<file path="src/hdl/crfr_pkg.sv">
// Shared types and constants of the confirmed frame release ring.
// No dependencies; used by crfr_mod and confirmed_frame_release_ring.
`default_nettype none

package crfr_pkg;

  // Field widths
  localparam int unsigned FRAME_W   = 32;
  localparam int unsigned TAG_W     = 31;
  localparam int unsigned PAY_W     = 64;
  localparam int unsigned PB_W      = 4;

  // Release burst limit per request and its counter width
  localparam int unsigned MAX_BURST = 32;
  localparam int unsigned CNT_W     = 6;

  // Configuration port
  localparam int unsigned CFG_IDX_W = 2;
  localparam int unsigned CFG_W     = 4;

  typedef enum logic [CFG_IDX_W-1:0] {
    REG_PUBLISH_ENABLE = 2'd0,
    REG_PAYLOAD_BYTES  = 2'd1
  } cfg_reg_e;

endpackage

`default_nettype wire

</file>
<file path="src/hdl/crfr_ram.sv">
// Generic single-write, single-read RAM with registered read data.
// No dependencies.
`default_nettype none

module crfr_ram #(
  parameter int unsigned WIDTH = 8,
  parameter int unsigned DEPTH = 32
) (
  input  wire logic                     clk_i,
  input  wire logic                     we_i,
  input  wire logic [$clog2(DEPTH)-1:0] waddr_i,
  input  wire logic [WIDTH-1:0]         wdata_i,
  input  wire logic                     re_i,
  input  wire logic [$clog2(DEPTH)-1:0] raddr_i,
  output logic      [WIDTH-1:0]         rdata_o
);

  logic [WIDTH-1:0] mem_q [DEPTH];
  logic [WIDTH-1:0] rdata_q;

  // Write port and registered read port
  always_ff @(posedge clk_i) begin
    if (we_i) begin
      mem_q[waddr_i] <= wdata_i;
    end
    if (re_i) begin
      rdata_q <= mem_q[raddr_i];
    end
  end

  assign rdata_o = rdata_q;

endmodule

`default_nettype wire

</file>
<file path="src/hdl/crfr_mod.sv">
// Slot index unit: remainder of a frame number by the ring depth through a
// reciprocal multiply, a back-multiply and one correction step, each registered.
// Depends on crfr_pkg.
`default_nettype none

module crfr_mod #(
  parameter int unsigned DEPTH = 32
) (
  input  wire logic                             clk_i,
  input  wire logic                             rst_ni,
  input  wire logic                             start_i,
  input  wire logic [crfr_pkg::TAG_W-1:0]       dividend_i,
  output logic                                  done_o,
  output logic      [$clog2(DEPTH)-1:0]         rem_o
);

  localparam int unsigned IDX_W   = $clog2(DEPTH);
  localparam int unsigned RW      = IDX_W + 1;
  localparam int unsigned RECIP_W = crfr_pkg::TAG_W + 1 - IDX_W;
  localparam int unsigned PROD_W  = crfr_pkg::TAG_W + RECIP_W;
  localparam logic [RECIP_W-1:0] RECIP =
    RECIP_W'((64'd1 << crfr_pkg::TAG_W) / DEPTH);

  logic                               mul_vld_q;
  logic                               sub_vld_q;
  logic                               fix_vld_q;
  logic                               done_q;
  logic [crfr_pkg::TAG_W-1:0]         x_q;
  logic [RW-1:0]                      quo_q, quo_d;
  logic [RW-1:0]                      dif_q, dif_d;
  logic [RW-1:0]                      rem_q, rem_d;
  logic [PROD_W-1:0]                  prod;
  logic [2*RW-1:0]                    qd;

  // Estimate the quotient low bits; the estimate is the true quotient or one less
  assign prod  = {{RECIP_W{1'b0}}, x_q} * {{crfr_pkg::TAG_W{1'b0}}, RECIP};
  assign quo_d = prod[crfr_pkg::TAG_W +: RW];

  // Subtract the back-multiplied estimate; the difference lies below twice the depth
  assign qd    = {{RW{1'b0}}, quo_q} * (2*RW)'(DEPTH);
  assign dif_d = x_q[RW-1:0] - qd[RW-1:0];

  // Fold the difference once into range
  assign rem_d = (dif_q >= RW'(DEPTH)) ? dif_q - RW'(DEPTH) : dif_q;

  // Advance the stage valids, pulse done after the last stage
  always_ff @(posedge clk_i or negedge rst_ni) begin
    if (!rst_ni) begin
      mul_vld_q <= 1'b0;
      sub_vld_q <= 1'b0;
      fix_vld_q <= 1'b0;
      done_q    <= 1'b0;
    end else begin
      mul_vld_q <= start_i;
      sub_vld_q <= mul_vld_q;
      fix_vld_q <= sub_vld_q;
      done_q    <= fix_vld_q;
    end
  end

  // Datapath registers need no reset; the dividend holds until the next start
  always_ff @(posedge clk_i) begin
    if (start_i) begin
      x_q <= dividend_i;
    end
    quo_q <= quo_d;
    dif_q <= dif_d;
    rem_q <= rem_d;
  end

  assign done_o = done_q;
  assign rem_o  = rem_q[IDX_W-1:0];

  // Remainder stays below the depth once finished
  assert property (@(posedge clk_i) disable iff (!rst_ni)
    done_q |-> (rem_q < RW'(DEPTH)))
    else $error("remainder out of range");

  // A start never arrives while a run is in progress
  assert property (@(posedge clk_i) disable iff (!rst_ni)
    start_i |-> !(mul_vld_q || sub_vld_q || fix_vld_q || done_q))
    else $error("index unit restarted while busy");

  // At most one stage holds a run
  assert property (@(posedge clk_i) disable iff (!rst_ni)
    $onehot0({mul_vld_q, sub_vld_q, fix_vld_q, done_q}))
    else $error("index unit holds two runs");

endmodule

`default_nettype wire

</file>
<file path="src/hdl/confirmed_frame_release_ring.sv">
// Top level of the confirmed frame release ring: slot RAM, valid bits,
// release sequencer. Depends on crfr_pkg, crfr_ram and crfr_mod.
//
//  channel  direction  handshake                 payload
//  in       sink       in_valid_i / in_stall_o   cmd_i, frame_number_i, payload_i
//  out      source     out_valid_o / out_stall_i out_frame_o, out_payload_o, out_last_o
//  cfg      sink       cfg_we_i                  cfg_index_i, cfg_wdata_i
//
// A record with a non-negative frame is accepted, passes the slot index unit
// (reciprocal multiply, back-multiply, correction) and is written to the RAM.
// A live request then reads and tag-checks each released frame in turn and
// ends with a closing check, as the RAM has one read port. A negative frame
// is only accepted.
// Reset clears the slot valid bits at once; no clearing pass follows.
// A stalled output holds the sequencer in its check state; input is stalled
// until the request's last result sits in the output register.
`default_nettype none

module confirmed_frame_release_ring #(
  parameter int unsigned RING_DEPTH = 32,
  parameter int unsigned LAG        = 10
) (
  input  wire logic                              clk_i,
  input  wire logic                              rst_ni,
  // Input requests
  input  wire logic                              in_valid_i,
  output logic                                   in_stall_o,
  input  wire logic                              cmd_i,
  input  wire logic signed [crfr_pkg::FRAME_W-1:0] frame_number_i,
  input  wire logic [crfr_pkg::PAY_W-1:0]        payload_i,
  // Released frames
  output logic                                   out_valid_o,
  input  wire logic                              out_stall_i,
  output logic [crfr_pkg::TAG_W-1:0]             out_frame_o,
  output logic [crfr_pkg::PAY_W-1:0]             out_payload_o,
  output logic                                   out_last_o,
  // Configuration
  input  wire logic                              cfg_we_i,
  input  wire logic [crfr_pkg::CFG_IDX_W-1:0]    cfg_index_i,
  input  wire logic [crfr_pkg::CFG_W-1:0]        cfg_wdata_i
);

  localparam int unsigned IDX_W = $clog2(RING_DEPTH);
  localparam int unsigned ENT_W = crfr_pkg::TAG_W + crfr_pkg::PAY_W;
  localparam int unsigned BND_W = crfr_pkg::FRAME_W + 1;

  typedef enum logic [1:0] {
    ST_IDLE,
    ST_MOD,
    ST_RD,
    ST_CHK
  } state_e;

  state_e                          state_q;
  logic                            publish_enable_q;
  logic [crfr_pkg::PB_W-1:0]       payload_bytes_q;
  logic                            rel_q;
  logic [crfr_pkg::TAG_W-1:0]      rec_frame_q;
  logic [crfr_pkg::PAY_W-1:0]      rec_payload_q;
  logic signed [BND_W-1:0]         up_to_q;
  logic [crfr_pkg::FRAME_W-1:0]    fn_q;
  logic [IDX_W-1:0]                rel_idx_q;
  logic [crfr_pkg::CNT_W-1:0]      cnt_q;
  logic [RING_DEPTH-1:0]           valid_q;
  logic                            pend_q;
  logic [crfr_pkg::TAG_W-1:0]      pend_frame_q;
  logic [crfr_pkg::PAY_W-1:0]      pend_payload_q;
  logic                            out_valid_q;
  logic                            out_last_q;
  logic [crfr_pkg::TAG_W-1:0]      out_frame_q;
  logic [crfr_pkg::PAY_W-1:0]      out_payload_q;

  logic                            in_acc;
  logic                            out_free;
  logic                            out_load;
  logic                            div_done;
  logic [IDX_W-1:0]                div_rem;
  logic                            ram_we;
  logic [ENT_W-1:0]                ram_wdata;
  logic                            ram_re;
  logic [ENT_W-1:0]                ram_rdata;
  logic [crfr_pkg::TAG_W-1:0]      rd_tag;
  logic [crfr_pkg::PAY_W-1:0]      rd_payload;
  logic                            in_bound;
  logic                            hit;
  logic [crfr_pkg::PAY_W-1:0]      pay_mask;

  assign in_stall_o = (state_q != ST_IDLE);
  assign in_acc     = in_valid_i && !in_stall_o;
  assign out_free   = !out_valid_q || !out_stall_i;
  assign out_load   = (state_q == ST_CHK) && pend_q && out_free;

  // Compute the slot index of an accepted record
  crfr_mod #(
    .DEPTH (RING_DEPTH)
  ) u_mod (
    .clk_i      (clk_i),
    .rst_ni     (rst_ni),
    .start_i    (in_acc && !frame_number_i[crfr_pkg::FRAME_W-1]),
    .dividend_i (frame_number_i[crfr_pkg::TAG_W-1:0]),
    .done_o     (div_done),
    .rem_o      (div_rem)
  );

  // Slot store: tag and payload per ring entry
  assign ram_we    = (state_q == ST_MOD) && div_done;
  assign ram_wdata = {rec_frame_q, rec_payload_q};
  assign ram_re    = (state_q == ST_RD);

  crfr_ram #(
    .WIDTH (ENT_W),
    .DEPTH (RING_DEPTH)
  ) u_ram (
    .clk_i   (clk_i),
    .we_i    (ram_we),
    .waddr_i (div_rem),
    .wdata_i (ram_wdata),
    .re_i    (ram_re),
    .raddr_i (rel_idx_q),
    .rdata_o (ram_rdata)
  );

  assign rd_tag     = ram_rdata[ENT_W-1:crfr_pkg::PAY_W];
  assign rd_payload = ram_rdata[crfr_pkg::PAY_W-1:0];

  // Check the frame wanted against bound, burst limit, valid bit and slot tag
  assign in_bound = up_to_q >= $signed({1'b0, fn_q});
  assign hit = in_bound && (cnt_q < crfr_pkg::CNT_W'(crfr_pkg::MAX_BURST)) &&
               valid_q[rel_idx_q] && ({1'b0, rd_tag} == fn_q);

  // Zero bytes at or above payload_bytes
  always_comb begin
    for (int b = 0; b < 8; b++) begin
      pay_mask[b*8 +: 8] = (payload_bytes_q > crfr_pkg::PB_W'(b)) ? 8'hFF : 8'h00;
    end
  end

  // Sequencer, configuration and control state
  always_ff @(posedge clk_i or negedge rst_ni) begin
    if (!rst_ni) begin
      state_q          <= ST_IDLE;
      publish_enable_q <= 1'b1;
      payload_bytes_q  <= crfr_pkg::PB_W'(8);
      rel_q            <= 1'b0;
      fn_q             <= '0;
      rel_idx_q        <= '0;
      cnt_q            <= '0;
      valid_q          <= '0;
      pend_q           <= 1'b0;
      out_valid_q      <= 1'b0;
    end else begin
      if (cfg_we_i) begin
        case (cfg_index_i)
          crfr_pkg::REG_PUBLISH_ENABLE: publish_enable_q <= cfg_wdata_i[0];
          crfr_pkg::REG_PAYLOAD_BYTES:  payload_bytes_q  <= cfg_wdata_i;
          default: ;
        endcase
      end

      // Raise the output on a load, drop it once taken
      if (out_load) begin
        out_valid_q <= 1'b1;
      end else if (!out_stall_i) begin
        out_valid_q <= 1'b0;
      end

      case (state_q)
        ST_IDLE: begin
          if (in_acc) begin
            rel_q <= cmd_i && publish_enable_q;
            cnt_q <= '0;
            state_q <= frame_number_i[crfr_pkg::FRAME_W-1] ? ST_IDLE : ST_MOD;
          end
        end
        ST_MOD: begin
          if (div_done) begin
            valid_q[div_rem] <= 1'b1;
            state_q <= rel_q ? ST_RD : ST_IDLE;
          end
        end
        ST_RD: begin
          state_q <= ST_CHK;
        end
        ST_CHK: begin
          if (hit) begin
            if (!pend_q || out_free) begin
              pend_q    <= 1'b1;
              fn_q      <= fn_q + 1'b1;
              rel_idx_q <= (rel_idx_q == IDX_W'(RING_DEPTH - 1)) ? '0 : rel_idx_q + 1'b1;
              cnt_q     <= cnt_q + 1'b1;
              state_q   <= ST_RD;
            end
          end else if (!pend_q) begin
            state_q <= ST_IDLE;
          end else if (out_free) begin
            pend_q      <= 1'b0;
            state_q     <= ST_IDLE;
          end
        end
        default: state_q <= ST_IDLE;
      endcase
    end
  end

  // Payload registers: held request, pending entry, output
  always_ff @(posedge clk_i) begin
    if (in_acc) begin
      rec_frame_q   <= frame_number_i[crfr_pkg::TAG_W-1:0];
      rec_payload_q <= payload_i;
      up_to_q       <= $signed({frame_number_i[crfr_pkg::FRAME_W-1], frame_number_i}) -
                       $signed(BND_W'(LAG));
    end
    if (out_load) begin
      out_frame_q   <= pend_frame_q;
      out_payload_q <= pend_payload_q & pay_mask;
      out_last_q    <= !hit;
    end
    if (state_q == ST_CHK && hit && (!pend_q || out_free)) begin
      pend_frame_q   <= rd_tag;
      pend_payload_q <= rd_payload;
    end
  end

  assign out_valid_o   = out_valid_q;
  assign out_frame_o   = out_frame_q;
  assign out_payload_o = out_payload_q;
  assign out_last_o    = out_last_q;

  // A pending entry exists only inside a release walk
  assert property (@(posedge clk_i) disable iff (!rst_ni)
    pend_q |-> (state_q == ST_RD || state_q == ST_CHK))
    else $error("pending entry outside release walk");

  // A non-final result always has its successor pending
  assert property (@(posedge clk_i) disable iff (!rst_ni)
    (out_valid_q && !out_last_q) |-> pend_q)
    else $error("non-final result without successor");

  // Burst never exceeds its limit
  assert property (@(posedge clk_i) disable iff (!rst_ni)
    cnt_q <= crfr_pkg::CNT_W'(crfr_pkg::MAX_BURST))
    else $error("release burst over limit");

  // Each walk step advances the wanted frame by one
  assert property (@(posedge clk_i) disable iff (!rst_ni)
    (state_q == ST_CHK && hit && (!pend_q || out_free)) |=> (fn_q == $past(fn_q) + 1'b1))
    else $error("release frame did not advance");

endmodule

`default_nettype wire

</file>
<file path="config.mk">
export PLATFORM = sky130hd
export DESIGN_NAME = confirmed_frame_release_ring
export DESIGN_NICKNAME = d
export VERILOG_FILES = /design/src/hdl/crfr_pkg.sv /design/src/hdl/crfr_ram.sv /design/src/hdl/crfr_mod.sv /design/src/hdl/confirmed_frame_release_ring.sv
export SDC_FILE = /design/constraint.sdc
export NUM_CORES = 2
export LEC_CHECK = 0
export BUFFER_PORTS_ARGS = -buffer_cell sky130_fd_sc_hd__buf_4
export CORE_AREA = 2 2 520 522
export DETAILED_ROUTE_END_ITERATION = 8
export DIE_AREA = 0 0 522 524
export GPL_TIMING_DRIVEN = 0
export PLACE_DENSITY = 0.68
export RECOVER_POWER = 50
export REMOVE_ABC_BUFFERS = 1
export SYNTH_ARGS = -nofsm -noshare
export SYNTH_HDL_FRONTEND = slang
export SYNTH_SLANG_ARGS = --single-unit
</file>
<file path="constraint.sdc">
create_clock -name clk_i -period 8.46 [get_ports clk_i]
set_clock_uncertainty 0.15 [all_clocks]
set_input_delay 1.692 -clock clk_i [delete_from_list [all_inputs] [get_ports clk_i]]
set_output_delay 1.692 -clock clk_i [all_outputs]
set_load 0.1 [all_outputs]
</file>
Yosys cells after proc, flatten, opt, wreduce, memory -nomap -nowiden:

Memories as Yosys holds them, arrays and structs flattened. A register that Yosys moved wholly into a read port is not among the register bits.
Cells that the tools add are included.

* add/subtract/negate cells: 6
* $lt $le $gt $ge: 14
* equal/unequal tests: 14
* multiplexer cells: 35
* bitwise gates (word level): 2
* reductions and logical operators: 32

Operator list (count)
* $and 64x64->64: 1
* $mux 8: 8
* $ge 33x33->1: 1
* $sub 32x5->33 const B: 1
* $add 32x1->32 const B: 1
* $eq 31x32->1: 1
* $or 32x32->32: 1
* $mux 6: 3
* $gt 4x3->1 const B: 4
* $mux 2: 7
* $logic_and 1x1->1: 12
* $lt 5x6->1 const B: 2
* $pmux 6 s2: 1
* $mux 1: 11
* $mux 5: 2
* $reduce_and 2->1: 5
* $gt 4x1->1 const B: 2
* $gt 4x2->1 const B: 2
* $ne 2x1->1 const B: 4
* $pmux 2 s4: 1
* $reduce_and 4->1: 2
* $add 6x1->6 const B: 1
* $ge 6x6->1 const B: 1
* $logic_not 1->1: 6
* other kinds (17): 23

* register bits after elaboration: 426
* bits in writable memories: 3040
* input bits: 108
* output and inout port bits: 98
* memories: 1

Memory list
* u_ram.mem_q: depth 32, width 95, rd ports 1, clocked after memory_dff 1, wr ports 1, line crfr_ram.sv:18 `logic [WIDTH-1:0] mem_q [DEPTH];`

Longest topological paths before layout:

* word-level depth: 6
* depth in mapped cells: 12
* mapped depth without buffers: 9

Hierarchy:

Synthesis repeated with hierarchy kept, for this count alone.

* cell total of the unflattened synthesis: 6551
* area, all modules: 134446.4 µm²

By module, submodules not included
* crfr_ram: instances 1, cells an instance 5547, area each 118308.5 µm², sequential area each 94140.3 µm²
* confirmed_frame_release_ring: instances 1, cells an instance 985, area each 15687.5 µm², sequential area each 11678.7 µm²
* crfr_mod: instances 1, cells an instance 19, area each 450.4 µm², sequential area each 450.4 µm²

Least setup slack after synthesis:

OpenSTA, ideal clock, no wires.

* kind: input port to flip-flop
* from: in out_stall_i
* to: reg out_frame_q, in the netlist out_frame_o[0] (enable)
* library setup time: 0.582 ns
* arrival time: 6.349 ns
* path slack: 1.379 ns
* stages on the path: 1
* cell sequence: a21oi_1

* word-level cells in the longest chain between the ends: 3

Ends and longest elaborated chain
* start: declaration: line confirmed_frame_release_ring.sv:33 `input wire logic out_stall_i,`
* $logic_not 1->1
* $logic_or 1x1->1: line confirmed_frame_release_ring.sv:90 `assign out_free = !out_valid_q || !out_stall_i;`
* $logic_and 1x1->1: line confirmed_frame_release_ring.sv:91 `assign out_load = (state_q == ST_CHK) && pend_q && out_free;`
* end signal: assignment: line confirmed_frame_release_ring.sv:214 `out_frame_q <= pend_frame_q;`
* end: declaration: line confirmed_frame_release_ring.sv:70 `logic [crfr_pkg::TAG_W-1:0] out_frame_q;`

No other way between the ends.
A chain may end at the register's enable or synchronous reset.

Worst setup path after layout:

* from: reg state_q[0]
* to: reg u_ram.rdata_q[33] (netlist: u_ram.rdata_o[33]) (read register of u_ram.mem_q) (enable)

* word-level cells in the longest chain between the ends: 1

Ends and longest elaborated chain
* start: declaration: line confirmed_frame_release_ring.sv:54 `state_e state_q;`
* start signal: assignment: line confirmed_frame_release_ring.sv:172 `state_q <= frame_number_i[crfr_pkg::FRAME_W-1] ? ST_IDLE : ST_MOD;`
* start signal: assignment: line confirmed_frame_release_ring.sv:178 `state_q <= rel_q ? ST_RD : ST_IDLE;`
* $eq 2x2->1: line confirmed_frame_release_ring.sv:108 `assign ram_re = (state_q == ST_RD);`
* end: declaration: line crfr_ram.sv:19 `logic [WIDTH-1:0] rdata_q;`

No other way between the ends.

==> metrics.md <==
| Metric | Value |
|---|---|
| Finished Cell Area | approximately 160,000 um2 |
| Failing checks | capacitance limit, slew limit |
| Crit Path Class | reg -> reg |
| DRT Pass-1 Iters | 6 |
| Final #Nets | roughly 6,300 |
| Syn. warnings | 0 |
| Critical path, cell by cell | nor2b_1, clkbuf_1, clkbuf_1, clkbuf_1, buf_12 |
| CTS Sinks | 3,557 |
| Post-DP HPWL | around 210,000 um |
| Final setup viols | 0 |
| Max-slew violation count | between 150 and 200 |
| Port bufs | between 200 and 250 |
| Crit-path max cell delay | between 1000 and 1500 ps |
| Overflow after GRT | 0 |
| Combinational share of power | approximately 1.9% |
| Critical path endpoint category | register |
| Critical Path Source | state_q[0] |
| First-pass GRT wire length | roughly 470,000 um |
| Fmax | roughly 170 MHz |
| CTS tree | yes |
| Fill cells | roughly 18,000 |
| Slowest-stage cell, CP | clkbuf_1 |
| Setup Fix Bufs, Post-CTS | 0 |
| WL per Instance | 34.0 um |
| Int Pwr | 0.0296 W |
| R2r worst-path depth | 5 |
| Reg power frac | 56.6% |
| Starting Density | between 40% and 50% |
| Critical Path Most Common Cell | clkbuf_1 |
| Total Routed Length | 338,000 um |
| Setup WS post-layout | 2640 ps |
| Worst-Margin Slew | roughly 3000 ps |
| LEAKAGE | 48.0 nW |
| Synth Register Bits | 3,557 |
| Layout cell share with drive strength beyond 1 | about 31% |
| Post-synth design cell area | 134,000 um2 |
| Clk buf depth | 4 |
| Worst slack, placed | approximately 3800 ps |
| # Max-Cap Violations | 8 |
| Final Hold Violating Endpoints | 0 |
| Vias | about 63,000 |
| Min-Delay Path Depth | 0 |
| Mapped Cells | ~5,500 |
| Post-Place Cells | just over 9,000 |
| Worst reg2reg path startpoint | state_q[0] |
| Asr flop ratio synth | around 2.5% |
| Area after DPL | 145,000 um2 |
| Clock transition at path regs | around 70 ps |
| DRC | 0 |
| Layout area overhead | 16.9% |
| R2r endpoint | u_ram.rdata_o[33] |
| Hold Path Sink | u_mod.rem_q[2] |
| FF-to-FF setup slack | ~2600 ps |
| Startpoint Class | register |
| Die area | 274,000 um2 |
| Sw power | ~0.0077 W |
| Fin crit share | 68.8% |
| Finished Layout Cells | 9,935 |
| Gpl congestion | slightly below 0.8 |
| H-tree depth | 5 |
| PD cells | about 240 nW/um2 |
| Final ANT Viol Nets | 0 |
| CTS Buf Count | 356 |
| Skew-Pair Late Insertion Delay | between 900 and 1000 ps |
| Core area | around 270,000 um2 |
| Die height | roughly 520 um |
| Largest net degree at the start of global routing | 90 |
| Vias/cell | 6.38 |
| Cts hold-fix bufs | 0 |
| Hold_sp | u_mod.dif_q[2] |
| FP Rows | between 150 and 200 |
| Sw frac | 20.7% |
| Seq/Total Area, Yosys | between 70% and 80% |
| Minimum clock period | 5820 ps |
| Worst VDD drop | 0.226 mV |
| Top FF cell, synth | edfxtp_1 |
| Vias in the first global route | around 63,000 |
| Initial antenna violation count | 14 |
| Cell family with most CP delay | buffers and inverters |
| Slew HR | -101% |
| Total track usage | 24.7% |
| Worst min-delay path category | reg -> reg |
| Clk pwr share | roughly 42% |
| Synth cell types | between 50 and 60 |
| Clock Tree Root | clkbuf_16 |
| Post-Syn Area per Cell | around 24 um2 |
| Worst-path maximum fanout | 14 |
| Status | finished, violations left |
| Iteration-0 DRC Markers | 9,687 |
| Die X | ~520 um |
| Number of synthesized flops with an enable pin | 3,458 |
| RSZ-0062 raised after global routing | false |
| CP arrival | 6290 ps |
| Cells resized by post-CTS repair | 0 |
| I/O pin total | roughly 210 |
| Critical Path RT | between 8000 and 9000 ps |
| Worst Path Buf+Inv | 4 |
cell usage in the layout, fill, tap and decap left out, types with 33 or more instances in the layout:
cell and n:
buf_12 176, buf_16 91, buf_4 106, bufinv_16 38, clkbuf_1 156, clkbuf_16 366, clkbuf_4 34, clkinv_1 73
clkinv_2 46, dfrtp_1 82, edfxtp_1 3458, ha_1 37, inv_1 44, mux2_2 65, mux4_2 956, nand2_1 150
nor2_1 39, nor2b_1 50, or2_2 33, xnor2_1 73
cells by family after synthesis:
kind of cell    after synthesis  synth area share, %
compound gates               59                0.290
xor+xnor                     85                0.557
flops                      3557                 79.6
mux                        1030                 16.7
fa+ha+maj                    37                0.347
simple gates                449                 1.69
buf+inv                     285                0.803
power groups by stage:
stage	Clock (W)	Combinational, W	Sequential [W]
finish	0.0155	0.000714	0.0211
global route	0.0163	0.000748	0.0212
CTS	0.0157	0.000778	0.0211
detailed placement	0	0.000773	0.0215
global placement	0	0.000646	0.0215
floorplan	0	0.000279	0.0212
layer usage:
metal  routed length [um]  track usage (%)  vias up
met4                 9490             7.20        2
met5                   11                0        -
met2               158000             37.6     3827
li1                     -                -    24700
met1               136000             37.1    34400
met3                34500             4.50      551
metrics by stage:
stage | setup TNS (ps) | power, W | hold WS [ps] | util (%)
after floorplan | -5490680 | 0.0215 | 160 | -
after global placement | - | 0.0221 | 162 | 51.8
after detailed placement | 0 | 0.0223 | 162 | 54.3
after CTS | 0 | 0.0376 | 178 | 58.6
after global routing | 0 | 0.0383 | 180 | 58.4
final | 0 | 0.0373 | 180 | 58.4
area by class of cell:
cell class | count | area (um2) | share of cell area [%]
Sequential cell | 3557 | 106000 | 68.1
Multi-Input combinational cell | 1660 | 26500 | 17.0
Clock buffer | 444 | 9460 | 6.06
Timing Repair Buffer | 486 | 7380 | 4.72
Tap cell | 3552 | 4440 | 2.85
Clock inverter | 185 | 1880 | 1.20
Inverter | 46 | 181 | 0.116
Antenna cell | 5 | 12.5 | 0.00801
flip-flops by register name, summed over array words and instances (netlist names), 2 cells and up:
name and cells:
state_q 2, u_mod.dif_q 5, u_ram.rdata_o 95, out_frame_o 31, rel_idx_q 5, u_mod.rem_q 5, payload_bytes_q 4, valid_q 32
up_to_q 32, rec_frame_q 31, cnt_q 6, pend_payload_q 64, fn_q 32, rec_payload_q 64, pend_frame_q 31, u_mod.x_q 5
u_ram.mem_q 3040, out_payload_o 64
Yosys cell counts, drive strengths merged, types with 12 or more instances:
cell type / n / area (um2)
a21oi: 17 / 85.1
and2: 18 / 113
buf: 97 / 367
clkbuf: 142 / 533
dfrtp: 87 / 2180
edfxtp: 3458 / 104000
ha: 37 / 463
inv: 46 / 173
mux2: 65 / 732
mux4: 956 / 21500
nand2: 150 / 563
nand3: 29 / 145
nand4: 22 / 138
nor2: 73 / 274
nor2b: 50 / 313
nor3: 20 / 100
nor4: 16 / 115
or2: 34 / 215
xnor2: 73 / 639
xor2: 12 / 105
how the worst max path moves through the flow:
stage	endpoint	slack, ps	cells after the start
2_1_floorplan	rel_idx_q[0]	-24430	6
3_3_place_gp	pend_payload_q[33]	-40170	5
3_5_place_dp	up_to_q[26]	3810	8
4_1_cts	u_ram.rdata_o[35]	3960	9
5_1_grt	rel_q	2490	5
6_report	u_ram.rdata_o[33]	2640	5
No activity file was read; power rests on OpenSTA's default activity.
